--- src/row_convex_fence_length_defines.svh ---
// Assertion macros shared by the row convex fence length block.
// Depends on signals clk and rst_n being visible where a macro is used.
`ifndef ROW_CONVEX_FENCE_LENGTH_DEFINES_SVH
`define ROW_CONVEX_FENCE_LENGTH_DEFINES_SVH

// Same-cycle implication, checked outside reset.
`define RCFL_ASSERT_IMPL(lbl, ante, cons, msg) \
    lbl: assert property (@(posedge clk) disable iff (!rst_n) (ante) |-> (cons)) \
        else $error(msg);

// Next-cycle implication, checked outside reset.
`define RCFL_ASSERT_NEXT(lbl, ante, cons, msg) \
    lbl: assert property (@(posedge clk) disable iff (!rst_n) (ante) |=> (cons)) \
        else $error(msg);

`endif

--- src/rcfl_pkg.sv ---
// Shared types and constants of the row convex fence length block.
// No dependencies.
package rcfl_pkg;

    localparam int ROW_BITS   = 64;   // width of one map row on the stream
    localparam int RW_W       = 7;    // row_width register width
    localparam int SCALE_W    = 10;   // scale_q4 register width
    localparam int CFG_DATA_W = 10;   // widest register
    localparam int CFG_IDX_W  = 1;
    localparam int OUT_W      = 30;   // fence_length_q4 width
    localparam int OUT_TDATA_W = 32;

    localparam int DEF_MAX_WIDTH  = 64;
    localparam int DEF_COUNT_BITS = 20;

    localparam logic [RW_W-1:0]    RW_RESET    = 7'd64;
    localparam logic [SCALE_W-1:0] SCALE_RESET = 10'd40;
    localparam logic [OUT_W-1:0]   OUT_MAX     = {OUT_W{1'b1}};

    localparam logic [CFG_IDX_W-1:0] CFG_ROW_WIDTH = 1'b0;
    localparam logic [CFG_IDX_W-1:0] CFG_SCALE     = 1'b1;

    // Control bits that travel with a row between stages.
    typedef struct packed {
        logic valid;
        logic last;
    } stage_ctl_t;

endpackage

--- src/rcfl_edge.sv ---
// Edge stage: masks a row to the active width and finds its west and east edges.
// Depends on rcfl_pkg.
module rcfl_edge
    import rcfl_pkg::*;
#(
    parameter int MAX_WIDTH = DEF_MAX_WIDTH,
    parameter int EW        = $clog2(MAX_WIDTH + 1)
)
(
    input  logic                 clk,
    input  logic                 rst_n,
    input  stage_ctl_t           in_ctl,
    input  logic [MAX_WIDTH-1:0] row,
    input  logic [EW-1:0]        width,
    input  logic                 out_ready,
    output logic                 in_ready,
    output stage_ctl_t           out_ctl,
    output logic [EW-1:0]        west,
    output logic [EW-1:0]        east
);

    stage_ctl_t          ctl_reg, ctl_next;
    logic [EW-1:0]       west_reg, east_reg;
    logic [MAX_WIDTH-1:0] land;
    logic [EW-1:0]       lo, hi;
    logic                load;

    assign in_ready = !ctl_reg.valid || out_ready;
    assign load     = in_ctl.valid && in_ready;

    always_comb
    begin
        for (int j = 0; j < MAX_WIDTH; j++)
        begin
            land[j] = row[j] && (EW'(j) < width);
        end
    end

    // Lowest land column and one past the highest; the empty row is handled below.
    always_comb
    begin
        lo = '0;
        hi = '0;
        for (int j = MAX_WIDTH - 1; j >= 0; j--)
        begin
            if (land[j])
            begin
                lo = EW'(j);
            end
        end
        for (int j = 0; j < MAX_WIDTH; j++)
        begin
            if (land[j])
            begin
                hi = EW'(j + 1);
            end
        end
    end

    always_comb
    begin
        ctl_next = ctl_reg;
        if (load)
        begin
            ctl_next = in_ctl;
        end
        else if (out_ready)
        begin
            ctl_next.valid = 1'b0;
        end
    end

    always_ff @(posedge clk or negedge rst_n)
    begin
        if (!rst_n)
        begin
            ctl_reg <= '0;
        end
        else
        begin
            ctl_reg <= ctl_next;
        end
    end

    always_ff @(posedge clk)
    begin
        if (load)
        begin
            west_reg <= (|land) ? lo : width;
            east_reg <= (|land) ? hi : '0;
        end
    end

    assign out_ctl = ctl_reg;
    assign west    = west_reg;
    assign east    = east_reg;

endmodule

--- src/rcfl_accum.sv ---
// Accumulator stage: adds each row's edge contribution and hands off the map total.
// Depends on rcfl_pkg.
module rcfl_accum
    import rcfl_pkg::*;
#(
    parameter int MAX_WIDTH  = DEF_MAX_WIDTH,
    parameter int COUNT_BITS = DEF_COUNT_BITS,
    parameter int EW         = $clog2(MAX_WIDTH + 1)
)
(
    input  logic                  clk,
    input  logic                  rst_n,
    input  stage_ctl_t            in_ctl,
    input  logic [EW-1:0]         west,
    input  logic [EW-1:0]         east,
    input  logic                  out_ready,
    output logic                  in_ready,
    output logic                  total_valid,
    output logic [COUNT_BITS-1:0] total
);

    localparam int AW = EW + 2;
    localparam int SW = ((COUNT_BITS > AW) ? COUNT_BITS : AW) + 1;
    localparam logic [SW-1:0] CMAX = SW'({COUNT_BITS{1'b1}});

    logic [EW-1:0]         prev_west_reg, prev_west_next;
    logic [EW-1:0]         prev_east_reg, prev_east_next;
    logic                  first_reg, first_next;
    logic [COUNT_BITS-1:0] count_reg, count_next;
    logic                  total_valid_reg, total_valid_next;
    logic [COUNT_BITS-1:0] total_reg;

    logic                  take;
    logic [EW-1:0]         land, dw, de;
    logic [AW-1:0]         add;
    logic [SW-1:0]         sum;
    logic [COUNT_BITS-1:0] sat;

    // Stall only a last row, and only while the previous total is still held.
    assign in_ready = !in_ctl.last || !total_valid_reg || out_ready;
    assign take     = in_ctl.valid && in_ready;

    always_comb
    begin
        land = (east > west) ? (east - west) : '0;
        dw   = (west > prev_west_reg) ? (west - prev_west_reg) : (prev_west_reg - west);
        de   = (east > prev_east_reg) ? (east - prev_east_reg) : (prev_east_reg - east);
        add  = '0;
        if (land != '0)
        begin
            add = AW'(2);
            if (!first_reg)
            begin
                add = add + AW'(dw) + AW'(de);
            end
        end
        if (first_reg)
        begin
            add = add + AW'(land);
        end
        if (in_ctl.last)
        begin
            add = add + AW'(land);
        end
        sum = SW'(count_reg) + SW'(add);
        sat = (sum > CMAX) ? {COUNT_BITS{1'b1}} : sum[COUNT_BITS-1:0];
    end

    always_comb
    begin
        prev_west_next   = prev_west_reg;
        prev_east_next   = prev_east_reg;
        first_next       = first_reg;
        count_next       = count_reg;
        total_valid_next = total_valid_reg;
        if (out_ready)
        begin
            total_valid_next = 1'b0;
        end
        if (take)
        begin
            if (in_ctl.last)
            begin
                // Close the map and start the next one from reset values.
                prev_west_next   = '0;
                prev_east_next   = '0;
                first_next       = 1'b1;
                count_next       = '0;
                total_valid_next = 1'b1;
            end
            else
            begin
                prev_west_next = west;
                prev_east_next = east;
                first_next     = 1'b0;
                count_next     = sat;
            end
        end
    end

    always_ff @(posedge clk or negedge rst_n)
    begin
        if (!rst_n)
        begin
            prev_west_reg   <= '0;
            prev_east_reg   <= '0;
            first_reg       <= 1'b1;
            count_reg       <= '0;
            total_valid_reg <= 1'b0;
        end
        else
        begin
            prev_west_reg   <= prev_west_next;
            prev_east_reg   <= prev_east_next;
            first_reg       <= first_next;
            count_reg       <= count_next;
            total_valid_reg <= total_valid_next;
        end
    end

    always_ff @(posedge clk)
    begin
        if (take && in_ctl.last)
        begin
            total_reg <= sat;
        end
    end

    assign total_valid = total_valid_reg;
    assign total       = total_reg;

endmodule

--- src/rcfl_scale.sv ---
// Output stage: multiplies the map total by the cell scale and saturates.
// Depends on rcfl_pkg.
module rcfl_scale
    import rcfl_pkg::*;
#(
    parameter int COUNT_BITS = DEF_COUNT_BITS
)
(
    input  logic                  clk,
    input  logic                  rst_n,
    input  logic                  in_valid,
    input  logic [COUNT_BITS-1:0] total,
    input  logic [SCALE_W-1:0]    scale,
    input  logic                  out_ready,
    output logic                  in_ready,
    output logic                  out_valid,
    output logic [OUT_W-1:0]      fence
);

    localparam int PW = COUNT_BITS + SCALE_W;
    localparam int XW = PW + OUT_W;

    logic             valid_reg, valid_next;
    logic [OUT_W-1:0] fence_reg;
    logic [PW-1:0]    prod;
    logic [XW-1:0]    prod_ext;
    logic             load;

    assign in_ready = !valid_reg || out_ready;
    assign load     = in_valid && in_ready;
    assign prod     = PW'(total) * PW'(scale);
    assign prod_ext = XW'(prod);

    always_comb
    begin
        valid_next = valid_reg;
        if (load)
        begin
            valid_next = 1'b1;
        end
        else if (out_ready)
        begin
            valid_next = 1'b0;
        end
    end

    always_ff @(posedge clk or negedge rst_n)
    begin
        if (!rst_n)
        begin
            valid_reg <= 1'b0;
        end
        else
        begin
            valid_reg <= valid_next;
        end
    end

    always_ff @(posedge clk)
    begin
        if (load)
        begin
            fence_reg <= (prod_ext > XW'(OUT_MAX)) ? OUT_MAX : prod_ext[OUT_W-1:0];
        end
    end

    assign out_valid = valid_reg;
    assign fence     = fence_reg;

endmodule

--- src/row_convex_fence_length.sv ---
// Top level of the row convex fence length block: stream ports, register file, stages.
// Depends on rcfl_pkg, rcfl_edge, rcfl_accum, rcfl_scale and the defines header.
//
//  Channel   Direction  Transaction carries
//  s_*       in         one map row (tdata) and the last-row mark (tlast)
//  m_*       out        fence length of a finished map, q4 fixed point
//  cfg_*     in         register write: 0 row_width, 1 scale_q4
//
// One row is accepted every cycle unless a stall holds the flow; throughput is set by
// the edge encoders and the accumulate add, each with its own register stage. The
// result of a map passes the input, edge, total and output registers to m_tvalid.
// rst_n clears all valid bits, the map state and sets the registers to row_width 64
// and scale_q4 40. A stalled output holds only the last row of the next map; ordinary
// rows keep flowing.
`include "row_convex_fence_length_defines.svh"

module row_convex_fence_length
    import rcfl_pkg::*;
#(
    parameter int MAX_WIDTH  = DEF_MAX_WIDTH,
    parameter int COUNT_BITS = DEF_COUNT_BITS
)
(
    input  logic                   clk,
    input  logic                   rst_n,
    // s_tdata: row_bits[63:0]
    input  logic [ROW_BITS-1:0]    s_tdata,
    input  logic                   s_tlast,
    input  logic                   s_tvalid,
    output logic                   s_tready,
    // m_tdata: fence_length_q4[29:0], zero pad [31:30]
    output logic [OUT_TDATA_W-1:0] m_tdata,
    output logic                   m_tvalid,
    input  logic                   m_tready,
    input  logic                   cfg_we,
    input  logic [CFG_IDX_W-1:0]   cfg_index,
    input  logic [CFG_DATA_W-1:0]  cfg_data
);

    localparam int EW = $clog2(MAX_WIDTH + 1);

    // Configuration registers.
    logic [RW_W-1:0]    row_width_reg, row_width_next;
    logic [SCALE_W-1:0] scale_reg, scale_next;
    logic [EW-1:0]      width_eff;

    // Input register.
    stage_ctl_t           in_ctl_reg, in_ctl_next;
    logic [MAX_WIDTH-1:0] row_reg;
    logic                 in_load;

    // Stage handshakes.
    logic                 edge_ready, acc_ready, scale_ready;
    stage_ctl_t           e_ctl;
    logic [EW-1:0]        e_west, e_east;
    logic                 acc_take;
    logic                 res_valid;
    logic [COUNT_BITS-1:0] res_total;
    logic [OUT_W-1:0]     fence;

    // Register writes; the index space is fully decoded.
    always_comb
    begin
        row_width_next = row_width_reg;
        scale_next     = scale_reg;
        if (cfg_we)
        begin
            unique case (cfg_index)
                CFG_ROW_WIDTH: row_width_next = cfg_data[RW_W-1:0];
                CFG_SCALE:     scale_next     = cfg_data[SCALE_W-1:0];
                default:       ;
            endcase
        end
    end

    always_ff @(posedge clk or negedge rst_n)
    begin
        if (!rst_n)
        begin
            row_width_reg <= RW_RESET;
            scale_reg     <= SCALE_RESET;
        end
        else
        begin
            row_width_reg <= row_width_next;
            scale_reg     <= scale_next;
        end
    end

    // Clamp the programmed width to what the datapath holds.
    assign width_eff = (row_width_reg > RW_W'(MAX_WIDTH)) ? EW'(MAX_WIDTH)
                                                        : row_width_reg[EW-1:0];

    // Accept a row whenever the input register is empty or moving on.
    assign s_tready = !in_ctl_reg.valid || edge_ready;
    assign in_load  = s_tvalid && s_tready;

    always_comb
    begin
        in_ctl_next = in_ctl_reg;
        if (in_load)
        begin
            in_ctl_next.valid = 1'b1;
            in_ctl_next.last  = s_tlast;
        end
        else if (edge_ready)
        begin
            in_ctl_next.valid = 1'b0;
        end
    end

    always_ff @(posedge clk or negedge rst_n)
    begin
        if (!rst_n)
        begin
            in_ctl_reg <= '0;
        end
        else
        begin
            in_ctl_reg <= in_ctl_next;
        end
    end

    // Hold only the columns the datapath can use.
    always_ff @(posedge clk)
    begin
        if (in_load)
        begin
            row_reg <= s_tdata[MAX_WIDTH-1:0];
        end
    end

    rcfl_edge #(
        .MAX_WIDTH (MAX_WIDTH),
        .EW        (EW)
    ) u_edge (
        .clk       (clk),
        .rst_n     (rst_n),
        .in_ctl    (in_ctl_reg),
        .row       (row_reg),
        .width     (width_eff),
        .out_ready (acc_ready),
        .in_ready  (edge_ready),
        .out_ctl   (e_ctl),
        .west      (e_west),
        .east      (e_east)
    );

    rcfl_accum #(
        .MAX_WIDTH  (MAX_WIDTH),
        .COUNT_BITS (COUNT_BITS),
        .EW         (EW)
    ) u_accum (
        .clk         (clk),
        .rst_n       (rst_n),
        .in_ctl      (e_ctl),
        .west        (e_west),
        .east        (e_east),
        .out_ready   (scale_ready),
        .in_ready    (acc_ready),
        .total_valid (res_valid),
        .total       (res_total)
    );

    rcfl_scale #(
        .COUNT_BITS (COUNT_BITS)
    ) u_scale (
        .clk       (clk),
        .rst_n     (rst_n),
        .in_valid  (res_valid),
        .total     (res_total),
        .scale     (scale_reg),
        .out_ready (m_tready),
        .in_ready  (scale_ready),
        .out_valid (m_tvalid),
        .fence     (fence)
    );

    assign acc_take = e_ctl.valid && acc_ready;
    assign m_tdata  = OUT_TDATA_W'(fence);

    // A full input register is the only reason to refuse a row.
    `RCFL_ASSERT_IMPL(a_ready_only_when_full, !s_tready, in_ctl_reg.valid,
        "input refused while input register empty")
    // A map total appears only right after a last row was absorbed.
    `RCFL_ASSERT_IMPL(a_total_from_last, $rose(res_valid), $past(acc_take && e_ctl.last),
        "map total raised without a last row")
    // A total that the output stage cannot take stays put.
    `RCFL_ASSERT_NEXT(a_total_held, res_valid && !scale_ready, res_valid,
        "map total dropped while output stage busy")

endmodule

--- config.mk ---
export PLATFORM = sky130hd
export DESIGN_NAME = row_convex_fence_length
export DESIGN_NICKNAME = d
export VERILOG_FILES = /design/src/rcfl_pkg.sv /design/src/rcfl_edge.sv /design/src/rcfl_accum.sv /design/src/rcfl_scale.sv /design/src/row_convex_fence_length.sv
export VERILOG_INCLUDE_DIRS = /design/src /design/src/src
export SDC_FILE = /design/constraint.sdc
export NUM_CORES = 1
export LEC_CHECK = 0
export CORE_MARGIN = 3
export CORE_UTILIZATION = 25
export CTS_CLUSTER_DIAMETER = 120
export CTS_CLUSTER_SIZE = 20
export DETAILED_ROUTE_END_ITERATION = 8
export DONT_BUFFER_PORTS = 1
export PLACE_DENSITY_LB_ADDON = 0.08
export SETUP_SLACK_MARGIN = 0.2
export SYNTH_ARGS = -nofsm -noshare
export SYNTH_HDL_FRONTEND = slang
export SYNTH_SLANG_ARGS = --single-unit
--- constraint.sdc ---
create_clock -name clk -period 10.9 [get_ports clk]
set_clock_uncertainty 0.1 [all_clocks]
set_input_delay 3.27 -clock clk [delete_from_list [all_inputs] [get_ports clk]]
set_output_delay 3.27 -clock clk [all_outputs]
set_load 0.01 [all_outputs]
==> flow_metrics.env, run 1 <==
export IMPL_wl_per_cell_microns=19.7
export IMPL_finalSetupViolations=0
export IMPL_area_growth_pct=8.55
export IMPL_ys_ff_latch=186
export IMPL_status="completed"
export IMPL_synth_top_area_frac=0.211
export IMPL_yosysSeqAreaShare=0.291
export IMPL_max_slew_margin_rel=0.278
export IMPL_crit_path_max_incr_delay_ns=0.49
export IMPL_synthDistinctLibCells=82
export IMPL_die_h_microns=276
export IMPL_grt_pass1_vias=14800
export IMPL_seq_area_sq_mm=0.00530
export IMPL_synthArstFlopShare=0.312
export IMPL_nNetsFinal=2292
export IMPL_clk_pin_slew_ns=0.10
export IMPL_via_count=14200
export IMPL_finalMaxSlewViolations=0
export IMPL_worstPathMaxFanout=10
export IMPL_synth_top_area_cell="edfxtp_1"
export IMPL_grt_antenna_before_repair=1
export IMPL_place_gp_congestion=0.883
export IMPL_cts_tree="done"
export IMPL_worst_pin_slew_ns=1.07
export IMPL_period_share=0.790
export IMPL_die_area_sq_mm=0.0761
export IMPL_hold_buffers=0
export IMPL_die_w_microns=276
export IMPL_cp_required_ns=11.19
export IMPL_root_buffer="clkbuf_16"
export IMPL_place_hpwl_mm=44.1
export IMPL_crit_path_end_kind="flop"
export IMPL_critPathTopFamily="compound AO/OA/AOI/OAI gates"
export IMPL_synth_main_ff_cell="edfxtp_1"
export IMPL_core_area_sq_mm=0.0719
export IMPL_largest_register_ffs=64
export IMPL_slowest_stage="mux2i_1"
export IMPL_gr_total_overflow=0
export IMPL_wl_met3_mm=2.43
export IMPL_syn_area_sq_mm=0.0182
export IMPL_yosys_warnings=0
export IMPL_finalSetupTns_ns=0
export IMPL_layout_min_cycle_time_ns=8.61
export IMPL_drc=0
export IMPL_max_cap_viol_count=0
export IMPL_place_ws_ns=2.30
export IMPL_ant_nets=0
export IMPL_drive_gt1_frac=0.0478
export IMPL_n_antenna_cell=0
export IMPL_drt_pre_antenna_iters=5
export IMPL_io_pin_count=115
export IMPL_drtIter0Drc=787
export IMPL_fmax_ghz=0.116
export IMPL_worstHoldPathType="flop to flop"
export IMPL_fillers=7765
export IMPL_dr_max_layer_used="met5"
export IMPL_post_drt_via_cell_ratio=4.89
export IMPL_grt_max_degree=66
export IMPL_crit_type="flop to flop"
export IMPL_initial_utilization=0.253
export IMPL_insertion_delay_ns=0.51
export IMPL_portBuffers=0
export IMPL_cts_inserted_buffers=17
export IMPL_post_cts_buffers=0
export IMPL_hold_slack_ns=0.390
export IMPL_grt_pass1_wl_mm=88.8
export IMPL_synth_edf_count=128
export IMPL_h_tree_depth=4
export IMPL_rows=98
export IMPL_synth_most_common_cell="nand2_1"
export IMPL_critPathBufInv=2
export IMPL_ys_top_cells_by_area="edfxtp_1 21%, fa_1 17%, ha_1 8.9%"
export IMPL_wl_mm=57.0
export IMPL_path_common_cell="ha_1"
export IMPL_setup_slack_ns=2.29
export IMPL_cts_sinks=186
export IMPL_ctsResizeCount=0
export IMPL_multi_input_area_sq_mm=0.0118
export IMPL_avgSynthCellArea_sq_um=9.17
export IMPL_synthCells=1987
export IMPL_start_kind="flop"
export IMPL_met1_length_mm=26.7
export IMPL_rsz0062_at_grt="false"
export IMPL_synth_top_cells_by_count="246 x nand2_1, 200 x inv_1, 151 x fa_1, 129 x ha_1, 128 x edfxtp_1"
export IMPL_grt_use_total=0.153
export IMPL_cts_buffer_depth=2
export IMPL_wl_met2_mm=26.8
export IMPL_hold_viol=0
export IMPL_critPathArrivalTime_ns=8.91
[worst register-to-register path, delay by kind of cell (launching register included)]
kind | cells | cell delay (ns)
AO/OA/AOI/OAI | 14 | 3.07
XOR/XNOR | 2 | 0.24
adder cells (fa/ha/maj) | 6 | 1.99
buffers and inverters | 2 | 0.35
flip-flops | 1 | 0.45
multiplexers | 1 | 0.50
AND/OR/NAND/NOR | 8 | 1.79
[cell type report]
class | instances | share of cell area
clock buffers | 17 | 0.0215
clock inverters | 15 | 0.00981
inverters | 201 | 0.0382
multi-input cells | 1516 | 0.599
flip-flops and latches | 186 | 0.268
well taps | 950 | 0.0601
repair buffers | 9 | 0.00342
[kinds of logic after synthesis]
logic type	share of synthesized area
and+or+nand+nor	0.183
AOI/OAI and AO/OA	0.162
buffers and inverters	0.0598
adders and majority gates	0.255
DFF	0.291
xor gates and xnor gates	0.0313
muxes	0.0185
other	0.000206
[layout by cell type, fill, tap and decap left out, types with 8 or more instances in the layout]
cell       Yosys  layout
nand2_1      246     245
inv_1        200     200
fa_1         151     151
ha_1         129     129
edfxtp_1     128     128
o21ai_0      117     117
a21oi_1      110     110
nor2_1       106     106
and2_1       106     105
dfrtp_1       54      54
nand3_1       52      52
xnor2_1       46      46
nor3_1        37      37
a21o_1        34      34
o31ai_1       23      23
nand2b_1      23      23
o21a_1        22      22
nor2b_1       22      21
mux2_2        21      21
xor2_1        19      19
o211ai_1      17      17
clkbuf_16      0      17
o21bai_1      16      16
nand4_1       14      14
a211oi_1      14      14
and3_1        14      14
a31oi_1       14      14
nor4_1        13      13
mux2i_1       10      10
o21ai_1       10      10
a21boi_0       9       9
buf_4          2       9
or3_1          8       8
[path summary, 6_finish.rpt]
check / startpoint / to / slack (ns) / depth (start not counted)
min in group asynchronous: rst_n / u_accum.prev_east_reg[4] / 2.36 / 0
worst min register to register: u_accum.prev_west_reg[6] / u_accum.prev_west_reg[6] / 0.39 / 2
worst max-delay path: u_edge.west[1] / u_accum.count_reg[17] / 2.29 / 33
max in group asynchronous: rst_n / u_accum.first_reg / 8.09 / 0
worst max register to register: u_edge.west[1] / u_accum.count_reg[17] / 2.29 / 33
worst min-delay path: u_accum.prev_west_reg[6] / u_accum.prev_west_reg[6] / 0.39 / 2
[per-layer routing]
metal  GRT usage  vias up
met3      0.0338       49
met1       0.204     7036
met5           0        -
met4      0.0382        2
met2       0.250      311
li1            -     6754
[through the flow]
step	std cells	util	instance area, sq um
after global placement	2862	0.266	19100
after global routing	2894	0.275	19800
after CTS	2894	0.275	19800
after floorplan	1988	-	18200
after detailed placement	2862	0.266	19100
final	2894	0.275	19800
Power of run 1 is not shown: default switching activity piles up to over one toggle a cycle in this logic, so the estimate is an artifact.
==> run 2, diff against run 1 <==
ABC_AREA = 1   (was unset)
clock period = 7.6 ns   (was 10.9 ns; I/O delays follow)
==> flow_metrics.env, run 2 <==
export IMPL_status="completed"
export IMPL_worstPathMaxFanout=6
export IMPL_synthCells=2125
export IMPL_r2r_cells=47
export IMPL_min_from="u_accum.total_valid"
export IMPL_yosysSeqAreaShare=0.304
export IMPL_start_kind="flop"
export IMPL_ys_top_cells_by_area="edfxtp_1 22%, fa_1 17%, nand2_1 12%"
export IMPL_max_cap_viol_count=0
export IMPL_drive_gt1_frac=0.132
export IMPL_grt_antenna_before_repair=1
export IMPL_grt_max_degree=67
export IMPL_grt_pass1_vias=14400
export IMPL_path_common_cell="nand2_1"
export IMPL_layout_commonest_cell="nand2_1"
export IMPL_setup_slack_ns=0.398
export IMPL_root_buffer="clkbuf_16"
export IMPL_grt_use_total=0.141
export IMPL_worst_pin_slew_ns=1.00
export IMPL_drt_pre_antenna_iters=5
export IMPL_place_hpwl_mm=39.4
export IMPL_critPathArrivalTime_ns=7.51
export IMPL_crit_path_max_incr_delay_ns=0.43
export IMPL_rrSetupSlack_ns=0.40
export IMPL_startpoint="u_edge.west[1]"
export IMPL_via_count=13400
export IMPL_place_ws_ns=-0.0494
export IMPL_seq_area_sq_mm=0.00530
export IMPL_critPathTopFamily="compound AO/OA/AOI/OAI gates"
export IMPL_min_path_cells=2
export IMPL_synthDistinctLibCells=55
export IMPL_synth_main_ff_cell="edfxtp_1"
export IMPL_fillers=7356
export IMPL_io_pin_count=115
export IMPL_syn_area_sq_mm=0.0174
export IMPL_insertion_delay_ns=0.50
export IMPL_post_drt_via_cell_ratio=4.34
export IMPL_hold_viol=0
export IMPL_die_w_microns=270
export IMPL_finalMaxSlewViolations=0
export IMPL_place_gp_congestion=0.839
export IMPL_grt_pass1_wl_mm=80.2
export IMPL_clk_pin_slew_ns=0.08
export IMPL_worstHoldPathType="flop to flop"
export IMPL_finalSetupViolations=0
export IMPL_max_slew_margin_rel=0.333
export IMPL_r2r_start="u_edge.west[1]"
export IMPL_rows=96
export IMPL_cts_sinks=186
export IMPL_wl_mm=50.7
export IMPL_synth_most_common_cell="nand2_1"
export IMPL_hold_buffers=0
export IMPL_multi_input_area_sq_mm=0.0109
export IMPL_synthArstFlopShare=0.312
export IMPL_drtIter0Drc=582
export IMPL_rsz0062_at_grt="true"
export IMPL_period_share=0.948
export IMPL_layout_min_cycle_time_ns=7.20
export IMPL_synth_top_area_cell="edfxtp_1"
export IMPL_die_area_sq_mm=0.0729
export IMPL_drc=0
export IMPL_initial_utilization=0.253
export IMPL_synth_top_cells_by_count="548 x nand2_1, 431 x inv_1, 151 x fa_1, 129 x ha_1"
export IMPL_ys_ff_latch=186
export IMPL_avgSynthCellArea_sq_um=8.19
export IMPL_synth_top_area_frac=0.221
export IMPL_die_h_microns=270
export IMPL_critPathBufInv=9
export IMPL_core_area_sq_mm=0.0688
export IMPL_layout_common_cells="526 x nand2_1, 418 x inv_1, 151 x fa_1"
export IMPL_cts_buffer_depth=2
export IMPL_cts_tree="done"
export IMPL_crit_type="flop to flop"
export IMPL_wl_per_cell_microns=16.3
export IMPL_cts_inserted_buffers=17
export IMPL_yosys_warnings=0
export IMPL_ant_nets=0
export IMPL_nNetsFinal=2517
export IMPL_crit_path_end_kind="flop"
export IMPL_synth_edf_count=128
export IMPL_min_delay_worst_endpoint="u_scale.out_valid"
export IMPL_slowest_stage="edfxtp_1"
export IMPL_portBuffers=0
export IMPL_fmax_ghz=0.139
export IMPL_h_tree_depth=4
export IMPL_gr_total_overflow=0
export IMPL_area_growth_pct=16.5
export IMPL_cp_required_ns=7.91
export IMPL_reg2reg_to="u_accum.count_reg[10]"
export IMPL_largest_register_ffs=64
-- run 2: routing by layer --
layer,share of wire,track usage
met1,0.45,0.176
met2,0.50,0.252
met3,0.024,0.0231
met4,0.018,0.0388
met5,0,0
-- run 2: cell type report --
type | instances | area share
tap | 931 | 0.0574
multi-input combinational | 1428 | 0.538
clock inverter | 15 | 0.0102
antenna | 1 | 0.000123
clock buffer | 17 | 0.0210
inverter | 454 | 0.0841
timing repair buffer | 69 | 0.0279
sequential | 186 | 0.261
-- run 2: cells by family after synthesis --
group                    Yosys count  share of synthesized area
AND/OR/NAND/NOR                  807                      0.190
buffers and inverters            512                      0.112
adder cells (fa/ha/maj)          280                      0.266
AO/OA/AOI/OAI                    269                     0.0919
flip-flops                       186                      0.304
XOR/XNOR                          64                     0.0322
multiplexers                       6                    0.00374
other                              1                   0.000215
-- run 2: through the flow --
stage	TNS, ns	hold WS [ns]	util	cells	area [sq um]
floorplan	0	0.334	-	2126	17400
global placement	0	0.385	0.272	3045	18700
detailed placement	-0.183	0.383	0.272	3045	18700
CTS	0	0.408	0.282	3079	19400
global route	-1.48	0.448	0.295	3100	20300
finish	0	0.405	0.295	3101	20300
-- run 2: how the worst max path moves through the flow --
stage	end	slack (ns)	depth (start not counted)
CTS	u_accum.count_reg[10]	0.20	52
global placement	u_accum.count_reg[19]	0.08	46
detailed placement	u_accum.count_reg[17]	-0.05	47
global route	u_accum.count_reg[10]	-0.12	52
finish	u_accum.count_reg[10]	0.40	47
floorplan	u_accum.count_reg[16]	0.32	46
-- run 2: what timing repair did --
item	in CTS	in global routing
buffers inserted	2	20
resized for setup	16	178
pin swaps	1	62
setup endpoints to repair	40	43
gates cloned	0	1
-- run 2: worst reg2reg max path, delay by kind of cell, from the launching register on --
family | cells | cell delay (ns)
fa+ha+maj | 5 | 1.49
xor+xnor | 5 | 0.93
compound gates | 13 | 1.84
flops | 1 | 0.43
mux | 1 | 0.25
buf+inv | 9 | 0.99
simple gates | 14 | 1.10
Power of run 2 is left out for the same reason.
==> run 3, diff against run 2 <==
SYNTH_HIERARCHICAL = 1   (was unset)
==> flow_metrics.env, run 3 <==
export IMPL_r2r_cells=46
export IMPL_portBuffers=0
export IMPL_synth_top_area_frac=0.201
export IMPL_finalSetupViolations=0
export IMPL_min_path_cells=2
export IMPL_io_pin_count=115
export IMPL_grt_use_total=0.151
export IMPL_cts_inserted_buffers=17
export IMPL_grt_antenna_before_repair=0
export IMPL_avgSynthCellArea_sq_um=7.51
export IMPL_gr_total_overflow=0
export IMPL_max_slew_margin_rel=0.295
export IMPL_crit_path_max_incr_delay_ns=0.44
export IMPL_rows=100
export IMPL_min_from="in_ctl_reg[0]"
export IMPL_worst_pin_slew_ns=1.06
export IMPL_synth_edf_count=128
export IMPL_synth_main_ff_cell="edfxtp_1"
export IMPL_insertion_delay_ns=0.50
export IMPL_min_delay_worst_endpoint="in_ctl_reg[0]"
export IMPL_ys_ff_latch=186
export IMPL_largest_register_ffs=64
export IMPL_clk_pin_slew_ns=0.09
export IMPL_root_buffer="clkbuf_16"
export IMPL_cts_tree="done"
export IMPL_grt_pass1_vias=16200
export IMPL_critPathArrivalTime_ns=6.96
export IMPL_die_w_microns=283
export IMPL_drtIter0Drc=752
export IMPL_yosys_warnings=6
export IMPL_max_cap_viol_count=0
export IMPL_synthCells=2548
export IMPL_layout_commonest_cell="nand2_1"
export IMPL_place_gp_congestion=0.843
export IMPL_wl_per_cell_microns=16.6
export IMPL_place_hpwl_mm=46.1
export IMPL_synth_top_area_cell="edfxtp_1"
export IMPL_yosysSeqAreaShare=0.277
export IMPL_die_area_sq_mm=0.0799
export IMPL_drt_pre_antenna_iters=7
export IMPL_initial_utilization=0.255
export IMPL_fin_cells=3508
export IMPL_cp_required_ns=7.74
export IMPL_synth_top_cells_by_count="844 x nand2_1, 526 x inv_1, 151 x fa_1, 140 x nor2_1, 135 x ha_1"
export IMPL_nNetsFinal=2893
export IMPL_layout_min_cycle_time_ns=6.83
export IMPL_dp_cells=3460
export IMPL_crit_type="flop to flop"
export IMPL_drive_gt1_frac=0.0654
export IMPL_worstHoldPathType="flop to flop"
export IMPL_ys_top_cells_by_area="edfxtp_1 20%, nand2_1 17%, fa_1 16%"
export IMPL_post_drt_via_cell_ratio=4.41
export IMPL_n_antenna_cell=0
export IMPL_fmax_ghz=0.147
export IMPL_worstPathMaxFanout=7
export IMPL_hold_viol=0
export IMPL_period_share=0.898
export IMPL_crit_path_end_kind="flop"
export IMPL_area_growth_pct=9.55
export IMPL_finalMaxSlewViolations=0
export IMPL_grt_pass1_wl_mm=92.3
export IMPL_reg2reg_to="u_accum/total[0]"
export IMPL_synthArstFlopShare=0.312
export IMPL_r2r_start="u_edge/east[1]"
export IMPL_grt_max_degree=66
export IMPL_layout_common_cells="841 x nand2_1, 523 x inv_1, 151 x fa_1"
export IMPL_synth_most_common_cell="nand2_1"
export IMPL_slowest_stage="edfxtp_1"
export IMPL_path_common_cell="nand2_1"
export IMPL_die_h_microns=283
export IMPL_drc=0
export IMPL_h_tree_depth=4
export IMPL_via_count=15500
export IMPL_syn_area_sq_mm=0.0191
export IMPL_wl_mm=58.2
export IMPL_core_area_sq_mm=0.0751
export IMPL_rsz0062_at_grt="false"
export IMPL_cts_sinks=186
export IMPL_rrSetupSlack_ns=0.77
export IMPL_synthDistinctLibCells=56
export IMPL_start_kind="flop"
export IMPL_status="completed"
export IMPL_finalSetupTns_ns=0
export IMPL_cts_buffer_depth=2
export IMPL_ant_nets=0
run 3: changes by cell type in the layout (fill, tap and decap cells not counted), moves of 16 or more:
cell     previous run  this run
nand2_1           526       841
nand3_1            53        96
nand2_4            17         0
nor2_1            104       139
inv_2              31        15
inv_1             418       523
buf_4              62        22
nor3_1             30        10
run 3: worst max-delay path by stage:
stage / startpoint / to / slack [ns] / depth (start not counted)
global placement: u_edge/east[2] / u_accum/total[0] / 0.57 / 46
floorplan: u_edge/east[1] / u_accum/total[0] / 1.21 / 41
detailed placement: u_edge/east[2] / u_accum/total[0] / 0.49 / 41
global route: u_edge/east[1] / u_accum/count_reg[18] / 0.16 / 47
finish: u_edge/east[1] / u_accum/total[0] / 0.77 / 46
CTS: u_edge/east[2] / u_accum/total[0] / 0.45 / 41
run 3: what timing repair did:
| action | in CTS | in global routing |
|---|---|---|
| setup buffers | 0 | 14 |
| resized for setup | 0 | 27 |
| hold buffers | 0 | 0 |
| endpoints found under the setup margin | 0 | 40 |
run 3: through the flow:
stage                     instance area (sq um)  worst slack [ns]  hold slack, ns  utilization
after floorplan                           19100              1.21           0.342            -
after global placement                    20100             0.569           0.380        0.268
after detailed placement                  20100             0.493           0.389        0.268
after CTS                                 20700             0.447           0.413        0.276
after global routing                      21000             0.165           0.436        0.279
final                                     21000             0.775           0.397        0.279
run 3: area by class of cell:
class / instances / area, sq um
clock buffers: 19 / 443
well taps: 969 / 1210
clock inverters: 13 / 159
repair buffers: 22 / 165
inverters: 543 / 2040
flip-flops and latches: 186 / 5300
multi-input cells: 1756 / 11600
fillers: 8266 / 54100
run 3: layer usage:
layer | share of wire | global-route usage
met1 | 0.49 | 0.206
met2 | 0.47 | 0.252
met3 | 0.030 | 0.0227
met4 | 0.012 | 0.0343
met5 | 0 | 0
run 3: cells by family (layout without fill, tap and decap cells):
group,after synthesis,in the layout,synth area share
simple gates,1173,1175,0.252
buf+inv,609,597,0.123
fa+ha+maj,286,286,0.246
compound gates,243,243,0.0787
flops,186,186,0.277
xor+xnor,50,50,0.0229
other cells,1,2,0.000196
run 3: critical path: cells and delay by family, from the launching register on:
family                     cells  cell delay [ns]
adders and majority gates      7             2.12
and+or+nand+nor               21             2.02
AOI/OAI and AO/OA              9             1.22
buffers and inverters          8             0.48
DFF                            1             0.44
xor gates and xnor gates       1             0.20
Power of run 3 is left out for the same reason.
